<file path="src/hdl/seglcd_pkg.sv">
package seglcd_pkg;

	// Geometry of the glass.
	localparam int NUM_ROWS    = 4;
	localparam int ROW_WIDTH   = 32;
	localparam int MASK_WIDTH  = 16;
	localparam int FONT_SIZE   = 96;
	localparam int LINE_BITS   = $clog2(ROW_WIDTH);
	localparam int FONT_IDX_W  = $clog2(FONT_SIZE);

	localparam logic [2:0] NUM_DIGITS = 3'd6;
	localparam logic [7:0] SYM_LIMIT  = 8'h60;

	// Request codes.
	localparam logic REQ_WRITE = 1'b0;
	localparam logic REQ_CLEAR = 1'b1;

	// One input item.
	typedef struct packed {
		logic       req_type;
		logic [2:0] position;
		logic [7:0] symbol;
		logic       clear_first;
	} in_item_t;

	// One result item.
	typedef struct packed {
		logic [31:0] row_com0;
		logic [31:0] row_com1;
		logic [31:0] row_com2;
		logic [31:0] row_com3;
	} out_item_t;

	typedef logic [NUM_ROWS-1:0][ROW_WIDTH-1:0] rows_t;
	typedef logic [3:0][LINE_BITS-1:0] lines_t;

	// Decoded write command handed from the decoder to the row store.
	typedef struct packed {
		logic                  do_write;
		lines_t                lines;
		logic [MASK_WIDTH-1:0] mask;
	} decode_t;

	// Segment masks for codes 0x00 to 0x5F.
	localparam logic [15:0] FONT_MASKS [FONT_SIZE] = '{
		16'h0000, 16'h0000, 16'h0000, 16'h0000, 16'h0000, 16'h0000, 16'h0000, 16'h0000,
		16'h0000, 16'h0000, 16'h0000, 16'h0000, 16'h0000, 16'h0000, 16'h0000, 16'h0000,
		16'h0000, 16'h0000, 16'h0000, 16'h0000, 16'h0000, 16'h0000, 16'h0000, 16'h0000,
		16'h0000, 16'h0000, 16'h0000, 16'h0000, 16'h0000, 16'h0000, 16'h0000, 16'h0000,
		16'h0000, 16'h0000, 16'h0000, 16'h0000, 16'h0000, 16'h0000, 16'h0000, 16'h0000,
		16'h0000, 16'h0000, 16'h3FC0, 16'h1540, 16'h0000, 16'h0440, 16'h4000, 16'h2200,
		16'h003F, 16'h0006, 16'h045B, 16'h044F, 16'h0466, 16'h046D, 16'h047D, 16'h2201,
		16'h047F, 16'h046F, 16'h8000, 16'h0000, 16'h0000, 16'h0000, 16'h0000, 16'h0000,
		16'h0000, 16'h0477, 16'h047C, 16'h0039, 16'h045E, 16'h0479, 16'h0471, 16'h043D,
		16'h0476, 16'h1109, 16'h001E, 16'h1B00, 16'h0038, 16'h02B6, 16'h08B6, 16'h003F,
		16'h0473, 16'h0467, 16'h0C73, 16'h046D, 16'h1101, 16'h003E, 16'h0886, 16'h2836,
		16'h2A80, 16'h1280, 16'h2209, 16'h0000, 16'h0880, 16'h0000, 16'h0000, 16'h0008
	};

	// For each mask bit: the common row it lands in and which of L1..L4 it uses.
	localparam logic [1:0] BIT_ROW [MASK_WIDTH] = '{
		2'd1, 2'd0, 2'd1, 2'd1, 2'd0, 2'd1, 2'd0, 2'd3,
		2'd3, 2'd2, 2'd0, 2'd3, 2'd2, 2'd2, 2'd3, 2'd2
	};
	localparam logic [1:0] BIT_LINE [MASK_WIDTH] = '{
		2'd3, 2'd3, 2'd1, 2'd0, 2'd0, 2'd2, 2'd2, 2'd2,
		2'd3, 2'd3, 2'd1, 2'd0, 2'd0, 2'd2, 2'd1, 2'd1
	};

endpackage

</file>
<file path="src/hdl/ascii_to_segment_lcd_ram_top.sv">
// Character encoder for a six-digit 14-segment LCD with four common lines.
// Input channel (in_valid, in_stall, in_item): each item is either a write of
// an ASCII code at a digit position, optionally clearing that digit's segment
// lines first, or a clear of the whole display. Codes 0x60 and above, and
// positions 6 and 7, leave the display as it is.
// Output channel (out_valid, out_stall, out_item): every item yields exactly
// one result, the four 32-bit segment rows after that item's update.
// Latency: an accepted item is registered in the input register; its update is
// applied to the row register, and its result shown valid, when the input
// stage advances, which a result waiting under out_stall can hold back.
// Throughput: one item per cycle while no result waits under out_stall.
// Font lookup and row update: one logic level from input to row register.
// Stalls: while a result waits under out_stall, one more item is taken into
// the input register; only then is in_stall raised.
// Reset (arst_n low) blanks all rows and empties both registers.
module ascii_to_segment_lcd_ram_top
	import seglcd_pkg::*;
(
	input  logic      clk,
	input  logic      arst_n,
	input  logic      in_valid,
	output logic      in_stall,
	input  in_item_t  in_item,
	output logic      out_valid,
	input  logic      out_stall,
	output out_item_t out_item
);

	in_item_t item_s1;
	logic     valid_s1;
	logic     valid_q;
	logic     advance;
	decode_t  dec;
	rows_t    rows;

	// The input stage moves on whenever the result register is free or being taken.
	assign advance  = valid_s1 && !(valid_q && out_stall);
	assign in_stall = valid_s1 && !advance;

	always_ff @(posedge clk or negedge arst_n) begin
		if (!arst_n) begin
			valid_s1 <= 1'b0;
		end else if (!in_stall) begin
			valid_s1 <= in_valid;
		end
	end

	always_ff @(posedge clk) begin
		if (in_valid && !in_stall) begin
			item_s1 <= in_item;
		end
	end

	// Result valid flag; the rows themselves double as the result payload.
	always_ff @(posedge clk or negedge arst_n) begin
		if (!arst_n) begin
			valid_q <= 1'b0;
		end else if (advance) begin
			valid_q <= 1'b1;
		end else if (!out_stall) begin
			valid_q <= 1'b0;
		end
	end

	seglcd_decode u_decode (
		.item (item_s1),
		.dec  (dec)
	);

	seglcd_rows u_rows (
		.clk         (clk),
		.arst_n      (arst_n),
		.en          (advance),
		.req_type    (item_s1.req_type),
		.clear_first (item_s1.clear_first),
		.dec         (dec),
		.rows        (rows)
	);

	assign out_valid         = valid_q;
	assign out_item.row_com0 = rows[0];
	assign out_item.row_com1 = rows[1];
	assign out_item.row_com2 = rows[2];
	assign out_item.row_com3 = rows[3];

endmodule

</file>
<file path="src/hdl/seglcd_decode.sv">
module seglcd_decode
	import seglcd_pkg::*;
(
	input  in_item_t item,
	output decode_t  dec
);

	logic [LINE_BITS-1:0] two_p;
	logic [LINE_BITS-1:0] l1;
	logic [LINE_BITS-1:0] l2;
	logic [LINE_BITS-1:0] base;
	logic                 pos_ok;
	logic                 sym_ok;

	// Segment line positions of the addressed digit.
	always_comb begin
		two_p = {1'b0, item.position, 1'b0};
		l1    = (item.position < 3'd2) ? two_p : two_p + 5'd4;
		l2    = (item.position == 3'd1) ? l1 + 5'd5 : l1 + 5'd1;
		base  = (item.position < 3'd3) ? 5'd29 - two_p : 5'd27 - two_p;
		dec.lines[0] = l1;
		dec.lines[1] = l2;
		if (item.position == 3'd5) begin
			dec.lines[2] = base - 5'd1;
			dec.lines[3] = base;
		end else begin
			dec.lines[2] = base;
			dec.lines[3] = base - 5'd1;
		end
	end

	// Font lookup; codes past the table and digits past the glass write nothing.
	always_comb begin
		pos_ok       = item.position < NUM_DIGITS;
		sym_ok       = item.symbol < SYM_LIMIT;
		dec.mask     = sym_ok ? FONT_MASKS[item.symbol[FONT_IDX_W-1:0]] : '0;
		dec.do_write = (item.req_type == REQ_WRITE) && pos_ok && sym_ok;
	end

endmodule

</file>
<file path="src/hdl/seglcd_rows.sv">
module seglcd_rows
	import seglcd_pkg::*;
(
	input  logic    clk,
	input  logic    arst_n,
	input  logic    en,
	input  logic    req_type,
	input  logic    clear_first,
	input  decode_t dec,
	output rows_t   rows
);

	rows_t                rows_q;
	rows_t                rows_n;
	logic [ROW_WIDTH-1:0] clr;

	// Read-modify-write of the four common rows.
	always_comb begin
		rows_n = rows_q;
		clr    = '0;
		if (req_type == REQ_CLEAR) begin
			rows_n = '0;
		end else if (dec.do_write) begin
			if (clear_first) begin
				for (int k = 0; k < 4; k++) begin
					clr[dec.lines[k]] = 1'b1;
				end
				for (int r = 0; r < NUM_ROWS; r++) begin
					rows_n[r] = rows_n[r] & ~clr;
				end
			end
			for (int i = 0; i < MASK_WIDTH; i++) begin
				if (dec.mask[i]) begin
					rows_n[BIT_ROW[i]][dec.lines[BIT_LINE[i]]] = 1'b1;
				end
			end
		end
	end

	always_ff @(posedge clk or negedge arst_n) begin
		if (!arst_n) begin
			rows_q <= '0;
		end else if (en) begin
			rows_q <= rows_n;
		end
	end

	assign rows = rows_q;

	// A clear request blanks the whole display.
	a_clear_blanks: assert property (@(posedge clk) disable iff (!arst_n)
		en && (req_type == REQ_CLEAR) |=> rows_q == '0)
		else $error("rows not blank after clear request");

	// Rows hold when no item is applied.
	a_hold_idle: assert property (@(posedge clk) disable iff (!arst_n)
		!en |=> $stable(rows_q))
		else $error("rows changed without an item");

	// A write that has no glyph or no digit leaves the rows alone.
	a_hold_nowrite: assert property (@(posedge clk) disable iff (!arst_n)
		en && (req_type == REQ_WRITE) && !dec.do_write |=> $stable(rows_q))
		else $error("rows changed on an ignored write");

	// Without clear_first a write only ever adds segments.
	a_only_sets: assert property (@(posedge clk) disable iff (!arst_n)
		en && (req_type == REQ_WRITE) && !clear_first
		|=> (rows_q & $past(rows_q)) == $past(rows_q))
		else $error("segment lost on a write without clear_first");

endmodule

</file>
<file path="config.mk">
export PLATFORM = sky130hd
export DESIGN_NAME = ascii_to_segment_lcd_ram_top
export DESIGN_NICKNAME = d
export VERILOG_FILES = /design/src/hdl/seglcd_pkg.sv /design/src/hdl/ascii_to_segment_lcd_ram_top.sv /design/src/hdl/seglcd_decode.sv /design/src/hdl/seglcd_rows.sv
export SDC_FILE = /design/constraint.sdc
export NUM_CORES = 1
export LEC_CHECK = 0
export ABC_AREA = 1
export BUFFER_PORTS_ARGS = -buffer_cell sky130_fd_sc_hd__buf_2
export CORE_MARGIN = 10
export CORE_UTILIZATION = 33
export CTS_BUF_LIST = sky130_fd_sc_hd__clkbuf_8
export DETAILED_ROUTE_END_ITERATION = 8
export PLACE_DENSITY = 0.52
export SETUP_SLACK_MARGIN = 0.15
export SYNTH_ARGS = -nofsm -noshare
export SYNTH_HDL_FRONTEND = slang
export SYNTH_SLANG_ARGS = --single-unit
export TNS_END_PERCENT = 20
</file>
<file path="constraint.sdc">
create_clock -name clk -period 3.9 [get_ports clk]
set_input_delay 1.17 -clock clk [delete_from_list [all_inputs] [get_ports clk]]
set_output_delay 1.17 -clock clk [all_outputs]
set_load 0.02 [all_outputs]
</file>
==> flow_summary.rst <==
.. list-table::
   :header-rows: 1

   * - Metric
     - Value
   * - Result of the run
     - finished, final reports clean
   * - Fmax
     - between 300 and 400 MHz
   * - Count of cell types in the netlist
     - 39
   * - Share of cells above drive strength 1
     - a little under a fifth
   * - Pre-CTS setup slack
     - approximately 1.1 ns
   * - Pin count of the biggest net entering global routing
     - 75
   * - Peak ir drop on the vdd network
     - 0.185 mV
   * - Maximum clock insertion buffer count
     - 2
   * - Global-route total usage across every layer
     - 19.8%
   * - Mean instance size in the synthesized netlist
     - between 6 and 7 µm²
   * - Post-synth net total
     - 1538
   * - Setup CP Type
     - input pin to output port
   * - Final number of setup-violating endpoints
     - 0
   * - Number of max-capacitance violations reported
     - 0
   * - Element type at the critical path end
     - output port
   * - Largest area contributor in the netlist
     - dfrtp_1
   * - Logic depth of the worst path, buffers included
     - 4
   * - Placer Congestion
     - 0.908
   * - Vertical extent of the die
     - about 190 µm
   * - Hold-fix buffers at CTS
     - 0
   * - Core area
     - 29800 µm²
   * - Biggest fanout along the worst timing path
     - 3
   * - Detailed-route DRC error count
     - 0
   * - TritonCTS clock tree
     - done
   * - Setup Buffers After CTS
     - 0
   * - Biggest area contributors in the synthesized netlist
     - dfrtp_1 (32%), nand2_1 (25%), nand3_1 (7.8%), nor2_1 (4.7%), edfxtp_1 (3.9%)
   * - Leak pwr
     - 6.07 nW
   * - Per-cell routed wire length
     - 18.8 µm
   * - Hold Crit Class
     - register to register
   * - Sequential area share after synthesis
     - a little over a third
   * - Overall power
     - 3.77 mW
   * - Boundary pin count
     - 147
   * - Timing endpoint of the critical path
     - in_stall
   * - Clock sink count
     - 143
   * - Global-route congestion overflow total
     - 0
   * - Post-Route Setup TNS
     - 0 ns
   * - Most common cell in the netlist
     - nand2_1
   * - Worst path slowest cell
     - buf_2
   * - Total number of vias
     - 10500
   * - Initial Util
     - 33.7%
   * - First-pass GRT wire length
     - 60500 µm
   * - Total Nets Final
     - 1662
   * - Cell count after synthesis
     - 1506
   * - Setup repair after global routing missed its margin
     - no
   * - Final max-slew violation count
     - 0
   * - Violation count after the first detailed-route iteration
     - 1158
   * - Number of vias per cell
     - between 5 and 6
   * - Post-synth top area share
     - 32.4%
   * - Antenna Cells
     - 0
   * - Via count of the first global-routing pass
     - 10400
   * - Antenna violations before repair
     - 0
   * - Cell seen most often among critical-path stages
     - buf_2
   * - Residual antenna-violating net count after detailed routing
     - 0
   * - R2R cell count
     - 13
   * - Slew of the pin with the lowest slew margin
     - just over 0.8 ns
   * - Number of buffers added on ports
     - 146
   * - Die area
     - 37800 µm²
   * - Post-synthesis async set-or-reset flop share
     - 90.9%
   * - Commonest cells in the netlist
     - nand2_1 (659), nand3_1 (157), dfrtp_1 (130)
   * - Cell chain of the critical path
     - buf_2 -> nand2_1 -> nor2_1 -> buf_2
   * - Area growth from synthesis to final layout
     - 13.9%
   * - Reg2reg start
     - item_s1[1]$_DFFE_PP_
   * - CP arrival
     - 1.66 ns
   * - Max-slew headroom
     - 44.6%
   * - Clock latency of the later-clocked register in the worst-skew pair
     - 0.47 ns
   * - Required arrival time at the worst endpoint
     - 2.73 ns
   * - Buf+Inv Stages, Crit Path
     - 2
   * - Number of stages on the worst hold path
     - 2
   * - Category of the worst setup path launch point
     - input pin
   * - Count of yosys warnings during synthesis
     - 0
   * - Post-route clock skew
     - 0.0233 ns
   * - Pwr dens
     - approximately 330 nW/µm²
   * - Number of flops mapped to enable cells by yosys
     - 13
   * - Post-route worst setup slack
     - 1.07 ns
   * - Number of H-tree branching levels
     - 4
   * - Router iterations before antenna repair
     - 6
   * - Die Wd
     - approximately 190 µm
   * - Gates resized, CTS repair
     - 0
   * - Total standard cell area after synthesis
     - approximately 10000 µm²
   * - Register clock-pin slew on the reported worst setup and hold paths
     - 0.09 ns
   * - Terminus of the critical flop-to-flop path
     - u_rows.rows[127]$_DFFE_PN0P_
   * - Detailed placer's ending HPWL
     - 27600 µm
   * - Cell at the root of the clock tree
     - clkbuf_8
   * - Flip-flop and latch count after synthesis
     - 143
   * - Start point of the critical path
     - out_stall
   * - CP delay by family, top
     - buffers and inverters
   * - Leading register cell type out of synthesis
     - dfrtp_1
   * - Minimum clock period after layout
     - between 2 and 3 ns
   * - Count of final hold-check violations
     - 0
   * - Cts bufs inserted
     - 17
   * - Final clock period utilization by the worst path
     - 72.6%
   * - Total Routed Length
     - 38200 µm
   * - Worst R2R Setup Slack
     - 1.13 ns
   * - Std-Cell Rows
     - 63
   * - Max incr delay on CP
     - about 0.19 ns
==> routing by layer <==
layer | global-route usage (%) | share of wire (%) | routed length (µm)
met5 | 0 | 0 | 0
met4 | 5.74 | 2.4 | 911
met2 | 31.8 | 45 | 17400
met1 | 26.0 | 44 | 16800
met3 | 4.34 | 8.2 | 3130
==> sequential cells by signal (all words and copies together) (netlist names) <==
| name | flops |
|---|---|
| item_s1 | 13 |
| out_valid | 1 |
| valid_s1 | 1 |
| u_rows.rows | 128 |
==> final cells by class <==
cell class / count / area, µm²
multi-input cells: 1202 / 5620
well taps: 390 / 488
clock inverters: 14 / 130
flip-flops and latches: 143 / 3640
inverters: 97 / 364
fillers: 3287 / 18400
clock buffers: 18 / 248
repair buffers: 169 / 935
==> kinds of logic (layout without fill, tap and decap cells) <==
kind of cell / count (synthesis) / in the layout / synth area share, %
compound gates: 165 / 165 / 10.4
fa+ha+maj: 15 / 15 / 1.87
buf+inv: 161 / 298 / 7.70
flops: 143 / 143 / 36.3
simple gates: 1022 / 1022 / 43.8
==> per-stage QoR <==
step | util, % | instance area (µm²) | hold WS [ns] | std cells
floorplan | - | 10000 | 0.469 | 1506
global placement | 37.1 | 11000 | 0.451 | 2001
detailed placement | 37.1 | 11000 | 0.454 | 2001
CTS | 38.3 | 11400 | 0.476 | 2033
global route | 38.3 | 11400 | 0.498 | 2033
finish | 38.3 | 11400 | 0.472 | 2033
==> tightest hold or removal path, cell delays in order, from the launching register on <==
cell,delay (ns)
dfrtp_1,0.35
nand2_1,0.05
nand2_1,0.04
==> layout by cell type, fill, tap and decap left out, types with 3 or more instances in the layout <==
cell        instances
nand2_1           659
nand3_1           157
buf_2             145
dfrtp_1           130
nor2_1            126
inv_1              77
o21ai_0            51
a21oi_1            41
a21oi_2            24
inv_2              21
o211ai_1           21
buf_4              21
nor3_1             19
clkbuf_8           18
ha_1               15
o21ai_1            14
edfxtp_1           13
nand2_2            11
nor2_2              9
nor3_2              8
nor2_4              7
nand3b_1            7
nand4_1             5
nand3_2             4
inv_6               4
clkinvlp_4          4
o21ai_4             3
o21ai_2             3
a22oi_1             3
==> power breakdown <==
group          leakage [nW]  total [mW]  switching (mW)  internal (mW)
clock network         0.186        1.20           0.672          0.530
logic                  3.95       0.933           0.712          0.222
registers              1.93        1.63          0.0582           1.57
total                  6.07        3.77            1.44           2.33
==> how the worst min path moves through the flow <==
| stage | endpoint | start | slack (ns) |
|---|---|---|---|
| global route | u_rows.rows[110]$_DFFE_PN0P_ | u_rows.rows[110]$_DFFE_PN0P_ | 0.50 |
| global placement | u_rows.rows[114]$_DFFE_PN0P_ | u_rows.rows[114]$_DFFE_PN0P_ | 0.45 |
| floorplan | out_valid$_DFFE_PN0P_ | valid_s1$_DFFE_PN0N_ | 0.47 |
| CTS | u_rows.rows[10]$_DFFE_PN0P_ | u_rows.rows[10]$_DFFE_PN0P_ | 0.48 |
| detailed placement | u_rows.rows[10]$_DFFE_PN0P_ | u_rows.rows[10]$_DFFE_PN0P_ | 0.45 |
| finish | u_rows.rows[10]$_DFFE_PN0P_ | u_rows.rows[10]$_DFFE_PN0P_ | 0.47 |
(Power assumes the default switching activity.)
